**src/hdl/arlm_pkg.sv**
```systemverilog
// Shared constants, types and state codes for the audio RMS level meter.
`timescale 1ns / 1ps
package arlm_pkg;
	localparam int BLOCK_LEN_DEF   = 256;
	localparam int SAMPLE_BITS_DEF = 16;

	localparam int SAMPLE_W = 16;
	localparam int LEVEL_W  = 16;
	localparam int RMS_W    = 16;
	localparam int SMOOTH_W = 24;
	localparam int GAIN_W   = 16;

	localparam logic [GAIN_W-1:0] GAIN_OLD = 16'd52429;
	localparam logic [GAIN_W-1:0] GAIN_NEW = 16'd13107;
	localparam logic [RMS_W:0]    RMS_MAX  = 17'd32768;

	typedef enum logic {
		REQ_SAMPLE = 1'b0,
		REQ_TICK   = 1'b1
	} req_type_t;

	typedef enum logic [2:0] {
		ST_IDLE,
		ST_SQUARE,
		ST_ACCUM,
		ST_ROOT,
		ST_SMOOTH,
		ST_EMIT
	} state_t;

	typedef struct packed {
		logic busy;
		logic done;
	} unit_sts_t;
endpackage

```
**src/hdl/audio_rms_level_meter.sv**
```systemverilog
// Audio RMS level meter: per-block RMS of squared samples with one-pole smoothing.
// A sample transaction runs the serial squarer and then an accumulate step, and the last
// sample of a block also runs the serial square root.
// An update tick runs the serial smoother and then loads the output register.
// One item is in work at a time; a result still waiting for the sink holds the next tick,
// and with it the input, in its final cycle until the result leaves.
// Reset clears the sum, sample count, block RMS and smoothed level to zero.
`timescale 1ns / 1ps
module audio_rms_level_meter import arlm_pkg::*; #(
	parameter int BLOCK_LEN   = BLOCK_LEN_DEF,
	parameter int SAMPLE_BITS = SAMPLE_BITS_DEF
) (
	input  logic                       clk,
	input  logic                       arst_n,
	input  logic                       s_tvalid,
	output logic                       s_tready,
	input  logic signed [SAMPLE_W-1:0] s_tdata,   // [15:0] sample
	input  logic                       s_tuser,   // [0] req_type
	output logic                       m_tvalid,
	input  logic                       m_tready,
	output logic [LEVEL_W-1:0]         m_tdata    // [15:0] level
);
	localparam int LOG2_LEN = $clog2(BLOCK_LEN);
	localparam int SQ_W     = 2 * SAMPLE_BITS;
	localparam int SUM_W    = SQ_W - 1 + LOG2_LEN;
	localparam int EXT_W    = SMOOTH_W - LEVEL_W;

	state_t state_q, state_d;

	logic [SUM_W-1:0]       sum_q;
	logic [LOG2_LEN-1:0]    count_q;
	logic [RMS_W-1:0]       block_rms_q;
	logic [SMOOTH_W-1:0]    smoothed_q;
	logic                   out_valid_q;
	logic [LEVEL_W-1:0]     out_data_q;

	logic                   in_fire;
	logic                   sq_start;
	logic                   rt_start;
	logic                   sm_start;
	logic                   emit;
	logic                   block_end;
	logic [SAMPLE_BITS-1:0] sample_v;
	logic [SAMPLE_BITS-1:0] mag;
	logic [SQ_W-1:0]        square;
	logic [SAMPLE_BITS-1:0] root;
	logic [RMS_W:0]         rms_wide;
	logic [RMS_W-1:0]       rms_sat;
	logic [SMOOTH_W-1:0]    sm_out;
	unit_sts_t              sq_sts;
	unit_sts_t              rt_sts;
	unit_sts_t              sm_sts;

	generate
		if (SAMPLE_BITS <= SAMPLE_W) begin : g_narrow
			assign sample_v = s_tdata[SAMPLE_BITS-1:0];
		end else begin : g_wide
			assign sample_v = SAMPLE_BITS'(s_tdata);
		end
		if (SAMPLE_BITS >= RMS_W) begin : g_rms_down
			assign rms_wide = (RMS_W + 1)'(root >> (SAMPLE_BITS - RMS_W));
		end else begin : g_rms_up
			assign rms_wide = (RMS_W + 1)'(root) << (RMS_W - SAMPLE_BITS);
		end
	endgenerate

	// Negating the most negative code wraps to the same pattern, which reads as its magnitude.
	assign mag     = sample_v[SAMPLE_BITS-1] ? (~sample_v + 1'b1) : sample_v;
	assign rms_sat = (rms_wide > RMS_MAX) ? RMS_MAX[RMS_W-1:0] : rms_wide[RMS_W-1:0];

	assign s_tready  = (state_q == ST_IDLE);
	assign in_fire   = s_tvalid && s_tready;
	assign block_end = (count_q == LOG2_LEN'(BLOCK_LEN - 1));

	always_ff @(posedge clk or negedge arst_n) begin
		if (!arst_n) begin
			state_q <= ST_IDLE;
		end else begin
			state_q <= state_d;
		end
	end

	always_comb begin
		state_d  = state_q;
		sq_start = 1'b0;
		rt_start = 1'b0;
		sm_start = 1'b0;
		emit     = 1'b0;
		case (state_q)
			ST_IDLE: begin
				if (in_fire) begin
					if (req_type_t'(s_tuser) == REQ_TICK) begin
						sm_start = 1'b1;
						state_d  = ST_SMOOTH;
					end else begin
						sq_start = 1'b1;
						state_d  = ST_SQUARE;
					end
				end
			end
			ST_SQUARE: begin
				if (sq_sts.done) begin
					state_d = ST_ACCUM;
				end
			end
			ST_ACCUM: begin
				if (block_end) begin
					rt_start = 1'b1;
					state_d  = ST_ROOT;
				end else begin
					state_d = ST_IDLE;
				end
			end
			ST_ROOT: begin
				if (rt_sts.done) begin
					state_d = ST_IDLE;
				end
			end
			ST_SMOOTH: begin
				if (sm_sts.done) begin
					state_d = ST_EMIT;
				end
			end
			ST_EMIT: begin
				if (!out_valid_q || m_tready) begin
					emit    = 1'b1;
					state_d = ST_IDLE;
				end
			end
			default: begin
				state_d = ST_IDLE;
			end
		endcase
	end

	always_ff @(posedge clk or negedge arst_n) begin
		if (!arst_n) begin
			sum_q       <= '0;
			count_q     <= '0;
			block_rms_q <= '0;
			smoothed_q  <= '0;
			out_valid_q <= 1'b0;
		end else begin
			if (state_q == ST_SQUARE && sq_sts.done) begin
				sum_q <= sum_q + SUM_W'(square);
			end
			// The root unit has latched the mean, so the block can restart at once.
			if (state_q == ST_ACCUM) begin
				if (block_end) begin
					sum_q   <= '0;
					count_q <= '0;
				end else begin
					count_q <= count_q + 1'b1;
				end
			end
			if (state_q == ST_ROOT && rt_sts.done) begin
				block_rms_q <= rms_sat;
			end
			if (state_q == ST_SMOOTH && sm_sts.done) begin
				smoothed_q <= sm_out;
			end
			if (emit) begin
				out_valid_q <= 1'b1;
			end else if (m_tready) begin
				out_valid_q <= 1'b0;
			end
		end
	end

	always_ff @(posedge clk) begin
		if (emit) begin
			out_data_q <= smoothed_q[SMOOTH_W-1:EXT_W];
		end
	end

	assign m_tvalid = out_valid_q;
	assign m_tdata  = out_data_q;

	arlm_square #(
		.SAMPLE_BITS(SAMPLE_BITS)
	) u_square (
		.clk    (clk),
		.arst_n (arst_n),
		.start  (sq_start),
		.mag    (mag),
		.sts    (sq_sts),
		.square (square)
	);

	arlm_isqrt #(
		.OUT_W(SAMPLE_BITS)
	) u_isqrt (
		.clk      (clk),
		.arst_n   (arst_n),
		.start    (rt_start),
		.radicand ({1'b0, sum_q[SUM_W-1:LOG2_LEN]}),
		.sts      (rt_sts),
		.root     (root)
	);

	arlm_smooth u_smooth (
		.clk       (clk),
		.arst_n    (arst_n),
		.start     (sm_start),
		.level_in  (smoothed_q),
		.rms_in    (block_rms_q),
		.sts       (sm_sts),
		.level_out (sm_out)
	);

	a_idle_units_quiet: assert property (@(posedge clk) disable iff (!arst_n)
		(state_q == ST_IDLE) |-> (!sq_sts.busy && !rt_sts.busy && !sm_sts.busy))
		else $error("serial unit busy while the block accepts input");

	a_rms_in_range: assert property (@(posedge clk) disable iff (!arst_n)
		({1'b0, block_rms_q} <= RMS_MAX))
		else $error("block RMS above full scale");

	a_smooth_done_state: assert property (@(posedge clk) disable iff (!arst_n)
		sm_sts.done |-> (state_q == ST_SMOOTH))
		else $error("smoother finished outside its state");

	a_count_moves_in_accum: assert property (@(posedge clk) disable iff (!arst_n)
		(state_q != ST_ACCUM) |=> $stable(count_q))
		else $error("sample count changed outside the accumulate step");
endmodule

```
**src/hdl/arlm_square.sv**
```systemverilog
// Bit-serial squarer: one multiplier bit per cycle, shift-right product register.
`timescale 1ns / 1ps
module arlm_square import arlm_pkg::*; #(
	parameter int SAMPLE_BITS = SAMPLE_BITS_DEF
) (
	input  logic                       clk,
	input  logic                       arst_n,
	input  logic                       start,
	input  logic [SAMPLE_BITS-1:0]     mag,
	output unit_sts_t                  sts,
	output logic [2*SAMPLE_BITS-1:0]   square
);
	localparam int CNT_W = $clog2(SAMPLE_BITS);

	logic [SAMPLE_BITS-1:0]   mcand_q;
	logic [2*SAMPLE_BITS-1:0] prod_q;
	logic [CNT_W-1:0]         cnt_q;
	logic                     busy_q;
	logic                     done_q;
	logic [SAMPLE_BITS:0]     hi_sum;

	// The upper half gains the multiplicand when the bit leaving at the bottom is set.
	always_comb begin
		hi_sum = {1'b0, prod_q[2*SAMPLE_BITS-1:SAMPLE_BITS]};
		if (prod_q[0]) begin
			hi_sum = hi_sum + {1'b0, mcand_q};
		end
	end

	always_ff @(posedge clk or negedge arst_n) begin
		if (!arst_n) begin
			busy_q <= 1'b0;
			done_q <= 1'b0;
			cnt_q  <= '0;
		end else begin
			done_q <= 1'b0;
			if (start) begin
				busy_q <= 1'b1;
				cnt_q  <= '0;
			end else if (busy_q) begin
				cnt_q <= cnt_q + 1'b1;
				if (cnt_q == CNT_W'(SAMPLE_BITS - 1)) begin
					busy_q <= 1'b0;
					done_q <= 1'b1;
				end
			end
		end
	end

	always_ff @(posedge clk) begin
		if (start) begin
			mcand_q <= mag;
			prod_q  <= {{SAMPLE_BITS{1'b0}}, mag};
		end else if (busy_q) begin
			prod_q <= {hi_sum, prod_q[SAMPLE_BITS-1:1]};
		end
	end

	assign sts    = '{busy: busy_q, done: done_q};
	assign square = prod_q;
endmodule

```
**src/hdl/arlm_isqrt.sv**
```systemverilog
// Digit-serial floor square root: two radicand bits and one root bit per cycle.
`timescale 1ns / 1ps
module arlm_isqrt import arlm_pkg::*; #(
	parameter int OUT_W = SAMPLE_BITS_DEF
) (
	input  logic                 clk,
	input  logic                 arst_n,
	input  logic                 start,
	input  logic [2*OUT_W-1:0]   radicand,
	output unit_sts_t            sts,
	output logic [OUT_W-1:0]     root
);
	localparam int IN_W  = 2 * OUT_W;
	localparam int REM_W = OUT_W + 2;
	localparam int CNT_W = $clog2(OUT_W);

	logic [IN_W-1:0]  rad_q;
	logic [REM_W-1:0] rem_q;
	logic [OUT_W-1:0] root_q;
	logic [CNT_W-1:0] cnt_q;
	logic             busy_q;
	logic             done_q;
	logic [REM_W-1:0] rem_sh;
	logic [REM_W-1:0] trial;
	logic             fits;

	// The partial remainder never exceeds twice the partial root, so its top bits are free.
	always_comb begin
		rem_sh = {rem_q[OUT_W-1:0], rad_q[IN_W-1:IN_W-2]};
		trial  = {root_q, 2'b01};
		fits   = (rem_sh >= trial);
	end

	always_ff @(posedge clk or negedge arst_n) begin
		if (!arst_n) begin
			busy_q <= 1'b0;
			done_q <= 1'b0;
			cnt_q  <= '0;
		end else begin
			done_q <= 1'b0;
			if (start) begin
				busy_q <= 1'b1;
				cnt_q  <= '0;
			end else if (busy_q) begin
				cnt_q <= cnt_q + 1'b1;
				if (cnt_q == CNT_W'(OUT_W - 1)) begin
					busy_q <= 1'b0;
					done_q <= 1'b1;
				end
			end
		end
	end

	always_ff @(posedge clk) begin
		if (start) begin
			rad_q  <= radicand;
			rem_q  <= '0;
			root_q <= '0;
		end else if (busy_q) begin
			rad_q <= {rad_q[IN_W-3:0], 2'b00};
			if (fits) begin
				rem_q  <= rem_sh - trial;
				root_q <= {root_q[OUT_W-2:0], 1'b1};
			end else begin
				rem_q  <= rem_sh;
				root_q <= {root_q[OUT_W-2:0], 1'b0};
			end
		end
	end

	assign sts  = '{busy: busy_q, done: done_q};
	assign root = root_q;
endmodule

```
**src/hdl/arlm_smooth.sv**
```systemverilog
// Bit-serial one-pole smoother: walks the two gain constants one bit per cycle.
`timescale 1ns / 1ps
module arlm_smooth import arlm_pkg::*; (
	input  logic                clk,
	input  logic                arst_n,
	input  logic                start,
	input  logic [SMOOTH_W-1:0] level_in,
	input  logic [RMS_W-1:0]    rms_in,
	output unit_sts_t           sts,
	output logic [SMOOTH_W-1:0] level_out
);
	localparam int ACC_W  = SMOOTH_W + 2;
	localparam int EXT_W  = SMOOTH_W - RMS_W;
	localparam int CNT_W  = $clog2(GAIN_W);

	logic [SMOOTH_W-1:0] old_q;
	logic [RMS_W-1:0]    rms_q;
	logic [ACC_W-1:0]    acc_q;
	logic [CNT_W-1:0]    cnt_q;
	logic                busy_q;
	logic                done_q;
	logic [ACC_W-1:0]    sum;

	// Shifting the running sum right after each gain bit keeps the floor of the full product.
	always_comb begin
		sum = acc_q;
		if (GAIN_OLD[cnt_q]) begin
			sum = sum + ACC_W'(old_q);
		end
		if (GAIN_NEW[cnt_q]) begin
			sum = sum + ACC_W'({rms_q, {EXT_W{1'b0}}});
		end
	end

	always_ff @(posedge clk or negedge arst_n) begin
		if (!arst_n) begin
			busy_q <= 1'b0;
			done_q <= 1'b0;
			cnt_q  <= '0;
		end else begin
			done_q <= 1'b0;
			if (start) begin
				busy_q <= 1'b1;
				cnt_q  <= '0;
			end else if (busy_q) begin
				cnt_q <= cnt_q + 1'b1;
				if (cnt_q == CNT_W'(GAIN_W - 1)) begin
					busy_q <= 1'b0;
					done_q <= 1'b1;
				end
			end
		end
	end

	always_ff @(posedge clk) begin
		if (start) begin
			old_q <= level_in;
			rms_q <= rms_in;
			acc_q <= '0;
		end else if (busy_q) begin
			acc_q <= {1'b0, sum[ACC_W-1:1]};
		end
	end

	assign sts       = '{busy: busy_q, done: done_q};
	assign level_out = acc_q[SMOOTH_W-1:0];
endmodule
```
**config.mk**
```make
export PLATFORM = sky130hd
export DESIGN_NAME = audio_rms_level_meter
export DESIGN_NICKNAME = d
export VERILOG_FILES = /design/src/hdl/arlm_pkg.sv /design/src/hdl/audio_rms_level_meter.sv /design/src/hdl/arlm_square.sv /design/src/hdl/arlm_isqrt.sv /design/src/hdl/arlm_smooth.sv
export SDC_FILE = /design/constraint.sdc
export NUM_CORES = 1
export LEC_CHECK = 0
export BUFFER_PORTS_ARGS = -buffer_cell sky130_fd_sc_hd__buf_4
export CAP_MARGIN = 20
export CORE_ASPECT_RATIO = 2
export CORE_MARGIN = 3
export CORE_UTILIZATION = 45
export CTS_CLUSTER_SIZE = 14
export DETAILED_ROUTE_END_ITERATION = 7
export PLACE_DENSITY = 0.61
export SLEW_MARGIN = 40
export SYNTH_ARGS = -nofsm -noshare
export SYNTH_HDL_FRONTEND = slang
export SYNTH_SLANG_ARGS = --single-unit
```
**constraint.sdc**
```tcl
create_clock -name clk -period 7.8 [get_ports clk]
set_input_delay 0.39 -clock clk [delete_from_list [all_inputs] [get_ports clk]]
set_output_delay 0.39 -clock clk [all_outputs]
set_load 0.01 [all_outputs]
```
==> impl_metrics.py, run 1 <==
metrics = {
    "status": {
        "status": "complete, no violations",
    },
    "worst_setup_path": {
        "crit_buf_inv": 1,
        "crit_fanout": 38,
        "end_kind": "flip-flop",
        "cp.required_ns": 8.22,
        "slowest_delay_ns": 0.80,
        "path_delay_family": "compound AO/OA/AOI/OAI gates",
        "crit_chain": "inv_1 -> ha_1 -> nand2_1 -> o21a_1 -> nor2_1 -> a21oi_1 -> ha_1 -> nor4_1 -> a21oi_1 -> a41oi_1 -> nor2_1 -> o41ai_1 -> o21ai_0 -> a21oi_1 -> nor3_1 -> o21ai_0 -> a31oi_1",
        "path_class": "flip-flop to flip-flop",
        "crit_top_cell": "a21oi_1",
        "cp_data_arrival_time_ns": 5.49,
        "cp_slowest_cell": "dfrtp_2",
        "worst_setup_path_start_kind": "flip-flop",
    },
    "grt": {
        "grt_overflow": 0,
        "grt_antenna_before_repair": 0,
        "grt_pass1_vias": 13000,
        "grt_max_degree": 71,
        "grt_util_all_layers_pct": 20.5,
        "grt_pass1_wl_mm": 66.4,
    },
    "drt": {
        "m1WireLength_mm": 14.2,
        "routed.top_layer": "met4",
        "drc_errors": 0,
        "drt_iter0_drc": 524,
        "wl_met3_mm": 1.01,
        "met2_length_mm": 23.5,
        "drt_first_pass_iters": 5,
        "viasPerCell": 5.73,
        "drt_wl_total_mm": 41.1,
        "num_vias": 12800,
        "ant_nets": 0,
        "wl_per_cell_um": 18.4,
    },
    "power_and_ir_drop": {
        "power.density_nw_per_um2": 395,
        "power.leakage_nw": 7.82,
        "p_total_w": 0.00738,
        "max-vdd-ir-drop_uv": 213,
    },
    "sta": {
        "slew_viol_final": 0,
        "rsz0062_at_grt": "no",
        "finalSetupViolCount": 0,
        "timing.fmax_ghz": 0.197,
        "fin_crit_sh_pct": 65.0,
        "slew_headroom_pct": 44.7,
        "fin_tns_setup_ns": 0,
        "period_needed_ns": 5.07,
        "tightest_slew_ns": 0.830,
        "skew_ns": 0.0238,
        "finalHoldViolCount": 0,
    },
    "synthesis": {
        "synth-compound-area-share_pct": 17.5,
        "synth_area_um2": 17000,
        "synth_top_area_cell": "edfxtp_1",
        "ys.warnings.count": 0,
        "yosys.area_share.simple_pct": 14.2,
        "synth_mux_area_share_pct": 5.36,
        "synth_edf_count": 119,
        "syn_area_per_cell_um2": 9.74,
        "ys.flop_type": "edfxtp_1",
        "synth_top_family_by_area": "compound AO/OA/AOI/OAI gates",
        "synthAdderAreaFrac_pct": 8.65,
        "synth_nets": 1879,
        "ys_seq_area_share_pct": 45.8,
        "synth_cell_type_count": 71,
        "synth_xor_area_share_pct": 5.57,
        "synth_seq_cells": 302,
        "async_flop_share_pct": 36.1,
        "syn_inst": 1743,
        "synth_top_area_share_pct": 21.0,
        "synth_area_leaders": "edfxtp_1 (21%), dfrtp_1 (16%), dfxtp_1 (8.7%)",
    },
    "placed_design": {
        "finalWeightedCongestion": 0.886,
        "dpl.hpwl_mm": 30.4,
        "io_buffers": 38,
    },
    "die": {
        "die_area_um2": 40200,
        "die_x_um": 143,
        "num_rows": 100,
        "ios": 39,
        "fp.dieH_um": 281,
        "initial_core_util_pct": 45.5,
        "core_area_um2": 37300,
    },
    "cells_and_area": {
        "diodes": 0,
        "finalNetCount": 1890,
        "drive_gt1_share_pct": 9.23,
        "syn2layout_area_growth_pct": 9.98,
    },
    "clock_network": {
        "cts_made_buffers": 28,
        "clkLatencyLatePin_ns": 0.56,
        "cts_num_sinks": 302,
        "cts_tree": "done",
        "clk_pin_slew_ns": 0.07,
        "cts-root-buf": "clkbuf_16",
        "htree_levels": 1,
        "cts_setup_buffers": 0,
        "cts-resized-gates": 0,
        "cts_buffer_depth": 3,
    },
    "run": {
        "drv_cap": 0,
    },
    "worst_hold_path": {
        "hold_path.class": "input port to flip-flop",
    },
}
[cells in the final DEF (no fill, tap or decap), drive strengths merged, types with 11 or more instances in the layout]
cell and count:
o21ai 104, inv 56, dfrtp 109, a211oi 38, and3 14, nand2 217, nor3 28, o21a 19
a21o 48, and2 11, nand3 35, mux2i 46, ha 111, a21oi 146, o31ai 13, a22o 13
nand2b 14, nor2b 15, o21bai 11, mux2 40, buf 53, nand4 15, dfxtp 74, xor2 39
a31oi 18, edfxtp 119, xnor2 69, nor2 149, clkbuf 44
[timing repair]
item	CTS	global route
endpoints found under the setup margin	0	0
hold buffers	1	0
hold endpoints to repair	40	0
[sequential cells by signal (all words and copies together) (netlist names), 3 cells and up]
signal            flops
count_q               8
u_smooth.acc_q       25
m_tdata              16
u_smooth.rms_q       16
u_smooth.old_q       24
u_square.square      32
sum_q                39
state_q               3
u_smooth.cnt_q        4
u_square.mcand_q     16
u_square.cnt_q        4
u_isqrt.rem_q        16
smoothed_q           24
u_isqrt.rad_q        32
u_isqrt.cnt_q         4
block_rms_q          16
u_isqrt.root         16
[stage by stage]
step	utilization [%]	hold WS (ns)	area, um2	std cells	setup slack, ns
after floorplan	-	0.0944	17000	1743	3.63
after global placement	47.4	0.423	17700	2180	2.33
after detailed placement	47.6	0.428	17700	2182	2.81
after CTS	50.1	0.0176	18700	2235	2.74
after global routing	50.1	0.0323	18700	2235	2.32
final	50.1	0.0528	18700	2235	2.73
[worst register-to-register path: cells and delay by family, from the launching register on]
kind	cells	cell delay, ns
AO/OA/AOI/OAI	9	2.60
flip-flops	1	0.80
buffers and inverters	1	0.32
adder cells (fa/ha/maj)	2	0.58
AND/OR/NAND/NOR	5	0.63
[layer usage]
metal,up-vias,GRT usage [%]
met2,222,40.8
met1,6171,20.0
met5,-,0
met4,0,11.2
met3,95,2.06
li1,6309,-
[kinds of logic after synthesis]
group,count (synthesis)
DFF,302
xor gates and xnor gates,108
AOI/OAI and AO/OA,464
adders and majority gates,115
and+or+nand+nor,539
buffers and inverters,129
muxes,86
[final cells by class]
class | count | area [um2]
timing repair buffer | 54 | 423
fill | 3452 | 18600
sequential | 302 | 7780
clock inverter | 8 | 105
tap | 459 | 574
inverter | 56 | 210
clock buffer | 44 | 822
multi-input combinational | 1312 | 8750
[path summary, 6_finish.rpt]
check                                              startpoint  slack, ns  depth (start not counted)                               to
worst max-delay path            u_smooth.cnt_q[1]$_DFFE_PN0P_       2.73                         17  u_smooth.acc_q[24]$_SDFFE_PP0P_
worst min-delay path                               s_tdata[0]       0.05                          1    u_square.mcand_q[0]$_DFFE_PP_
worst max register to register  u_smooth.cnt_q[1]$_DFFE_PN0P_       2.73                         17  u_smooth.acc_q[24]$_SDFFE_PP0P_
worst min register to register     block_rms_q[0]$_DFFE_PN0P_       0.43                          0      u_smooth.rms_q[0]$_DFFE_PP_
max in group asynchronous                              arst_n       6.27                          3         u_isqrt.busy_q$_DFF_PN0_
min in group asynchronous                              arst_n       0.41                          2       smoothed_q[16]$_DFFE_PN0P_
[power breakdown]
| part | switching, W | leakage [nW] | internal [W] |
|---|---|---|---|
| Sequential | 0.000427 | 3.11 | 0.00208 |
| Combinational | 0.00196 | 4.26 | 0.00153 |
| Clock | 0.000597 | 0.451 | 0.000792 |
| Total | 0.00298 | 7.82 | 0.00440 |
[synthesized netlist by cell type, types with 11 or more instances]
| cell type | instances |
|---|---|
| o31ai_1 | 12 |
| and3_1 | 14 |
| and2_1 | 11 |
| xor2_1 | 39 |
| mux2_2 | 40 |
| nand2b_1 | 14 |
| o21ai_0 | 95 |
| edfxtp_1 | 119 |
| a21o_1 | 48 |
| clkbuf_1 | 67 |
| inv_1 | 54 |
| nor3_1 | 28 |
| nand2_1 | 217 |
| nand3_1 | 35 |
| ha_1 | 111 |
| nor2b_1 | 15 |
| a31oi_1 | 17 |
| a211oi_1 | 38 |
| dfrtp_1 | 109 |
| nor2_1 | 149 |
| a22o_1 | 13 |
| nand4_1 | 15 |
| dfxtp_1 | 74 |
| o21a_1 | 19 |
| mux2i_1 | 46 |
| o21bai_1 | 11 |
| xnor2_1 | 69 |
| a21oi_1 | 145 |
No activity file was read; power rests on OpenSTA's default activity.
==> run 2, diff against run 1 <==
Settings changed: PLACE_DENSITY 0.61 to 0.63.
Clock period 7.8 ns to 4.2 ns, I/O delays scaled along.
==> impl_metrics.py, run 2 (synthesis results as in run 1) <==
metrics = {
    "status": {
        "status": "complete, no violations",
    },
    "sta": {
        "period_needed_ns": 4.13,
        "hold_ws_ns": 0.0247,
        "finalSetupViolCount": 0,
        "timing.fmax_ghz": 0.242,
        "skew_ns": 0.0225,
        "slew_viol_final": 0,
        "slew_headroom_pct": 50.9,
        "fin_crit_sh_pct": 98.2,
        "rsz0062_at_grt": "yes",
        "finalHoldViolCount": 0,
        "tightest_slew_ns": 0.735,
    },
    "drt": {
        "ant_nets": 0,
        "drt_first_pass_iters": 5,
        "drc_errors": 0,
        "drt_wl_total_mm": 43.9,
        "viasPerCell": 5.72,
        "wl_per_cell_um": 18.9,
        "drt_iter0_drc": 434,
        "num_vias": 13300,
    },
    "worst_setup_path": {
        "crit_chain": "ha_4 -> a21o_1 -> a21oi_2 -> a31oi_4 -> o2111ai_2 -> nand2_1 -> a21oi_2 -> o21a_1 -> xor2_1 -> o21ai_1 -> ha_1 -> a21o_1 -> o41ai_2 -> o21bai_1 -> a21o_1 -> buf_6 -> xnor2_2 -> o211ai_1 -> o221a_2",
        "r2r_end": "u_smooth.acc_q[21]$_SDFFE_PP0P_",
        "slowest_delay_ns": 0.43,
        "worst_setup_path_start_kind": "flip-flop",
        "critPathLaunch": "u_smooth.old_q[5]$_DFFE_PP_",
        "crit_top_cell": "a21o_1",
        "cp_slowest_cell": "edfxtp_1",
        "r2r-start": "u_smooth.old_q[5]$_DFFE_PP_",
        "cp.required_ns": 4.65,
        "r2r_setup_slack_ns": 0.07,
        "end_kind": "flip-flop",
        "crit_fanout": 5,
        "path_class": "flip-flop to flip-flop",
        "cp_data_arrival_time_ns": 4.58,
        "rr_worst_depth": 19,
        "cp-endpoint": "u_smooth.acc_q[21]$_SDFFE_PP0P_",
    },
    "power_and_ir_drop": {
        "max-vdd-ir-drop_uv": 465,
        "power.density_nw_per_um2": 763,
        "power.leakage_nw": 8.33,
    },
    "placed_design": {
        "dpl.hpwl_mm": 32.5,
        "place_area_um2": 18200,
        "finalWeightedCongestion": 0.959,
        "io_buffers": 38,
    },
    "die": {
        "fp.dieH_um": 281,
        "initial_core_util_pct": 45.5,
        "core_area_um2": 37300,
        "die_x_um": 143,
        "ios": 39,
        "die_area_um2": 40200,
        "num_rows": 100,
    },
    "cells_and_area": {
        "seq_area_um2": 7780,
        "final_common_cell": "nand2_1",
        "multi_input_area_um2": 9020,
        "largest_reg_flops": 39,
        "diodes": 0,
        "final_cell_mix": "nand2_1 (217), nor2_1 (143), a21oi_1 (136)",
        "drive_gt1_share_pct": 15.5,
        "finalNetCount": 1984,
        "fillerInstances": 3405,
        "largest_register": "sum_q",
        "syn2layout_area_growth_pct": 15.9,
        "finalInstanceArea_um2": 19700,
    },
    "clock_network": {
        "htree_levels": 1,
        "cts_num_sinks": 302,
        "clkLatencyLatePin_ns": 0.57,
        "cts_buffer_depth": 3,
        "cts_made_buffers": 29,
        "cts-root-buf": "clkbuf_16",
        "cts_tree": "done",
        "clk_pin_slew_ns": 0.07,
    },
    "grt": {
        "grt_pass1_vias": 13800,
        "grt_max_degree": 63,
        "grt_antenna_before_repair": 0,
        "grt_util_all_layers_pct": 21.7,
        "grt_pass1_wl_mm": 69.4,
        "grt_overflow": 0,
    },
    "worst_hold_path": {
        "hold_path.class": "input port to flip-flop",
    },
    "run": {
        "drv_cap": 0,
    },
}
-- run 2: cell count changes in the layout (fill, tap and decap cells not counted), sizes merged --
cell / change
clkbuf: +1
clkinvlp: -1
clkinv: +2
dlygate4sd3: +13
bufinv: -1
buf: +80
-- run 2: worst max-delay path, delay by kind of cell, from the launching register on --
kind	cells	cell delay, ns
AOI/OAI and AO/OA	13	2.47
xor gates and xnor gates	2	0.29
adders and majority gates	2	0.59
buffers and inverters	1	0.12
DFF	1	0.43
and+or+nand+nor	1	0.10
-- run 2: power by group --
group          internal (W)  switching [W]  total, W
clock               0.00145        0.00113   0.00258
sequential          0.00386       0.000703   0.00456
combinational       0.00365        0.00423   0.00788
-- run 2: per-stage QoR --
step / total power (W) / setup WS, ns / setup TNS [ns] / instances / utilization, %
floorplan: 0.00951 / 0.0250 / 0 / 1743 / -
global route: 0.0161 / -0.172 / -0.534 / 2329 / 52.8
detailed placement: 0.0118 / -0.269 / -0.923 / 2247 / 48.9
global placement: 0.0117 / -0.237 / -0.664 / 2246 / 48.8
CTS: 0.0147 / 0.000315 / 0 / 2322 / 52.2
finish: 0.0150 / 0.0742 / 0 / 2329 / 52.8
-- run 2: what timing repair did --
action / CTS / global route
hold buffers: 14 / 0
endpoints found under the hold margin: 74 / 0
pin swaps: 10 / 44
setup endpoints to repair: 5 / 8
buffers inserted: 8 / 6
gates resized for setup: 25 / 41
-- run 2: layout make-up --
| cell class | instances | area share (%) |
|---|---|---|
| repair buffers | 147 | 5.96 |
| well taps | 459 | 2.92 |
| inverters | 56 | 1.07 |
| clock buffers | 45 | 4.32 |
| multi-input cells | 1312 | 45.8 |
| clock inverters | 8 | 0.350 |
| flip-flops and latches | 302 | 39.5 |
-- run 2: worst min path at each step --
stage | slack [ns] | endpoint | start | cells past startpoint
2_1_floorplan | -0.09 | block_rms_q[0]$_DFFE_PN0P_ | arst_n | 0
3_3_place_gp | 0.38 | block_rms_q[15]$_DFFE_PN0P_ | arst_n | 1
3_5_place_dp | 0.26 | block_rms_q[15]$_DFFE_PN0P_ | arst_n | 1
4_1_cts | 0.004 | u_square.mcand_q[3]$_DFFE_PP_ | s_tdata[3] | 2
5_1_grt | 0.02 | u_square.mcand_q[3]$_DFFE_PP_ | s_tdata[3] | 2
6_report | 0.02 | u_square.mcand_q[7]$_DFFE_PP_ | s_tdata[7] | 2
-- run 2: layer usage --
| metal | vias up | GRT usage (%) | routed length (um) |
|---|---|---|---|
| met3 | 137 | 2.18 | 1050 |
| met4 | 0 | 14.6 | 3600 |
| met1 | 6453 | 19.6 | 14500 |
| met5 | - | 0 | 0 |
| li1 | 6497 | - | - |
| met2 | 237 | 43.3 | 24700 |
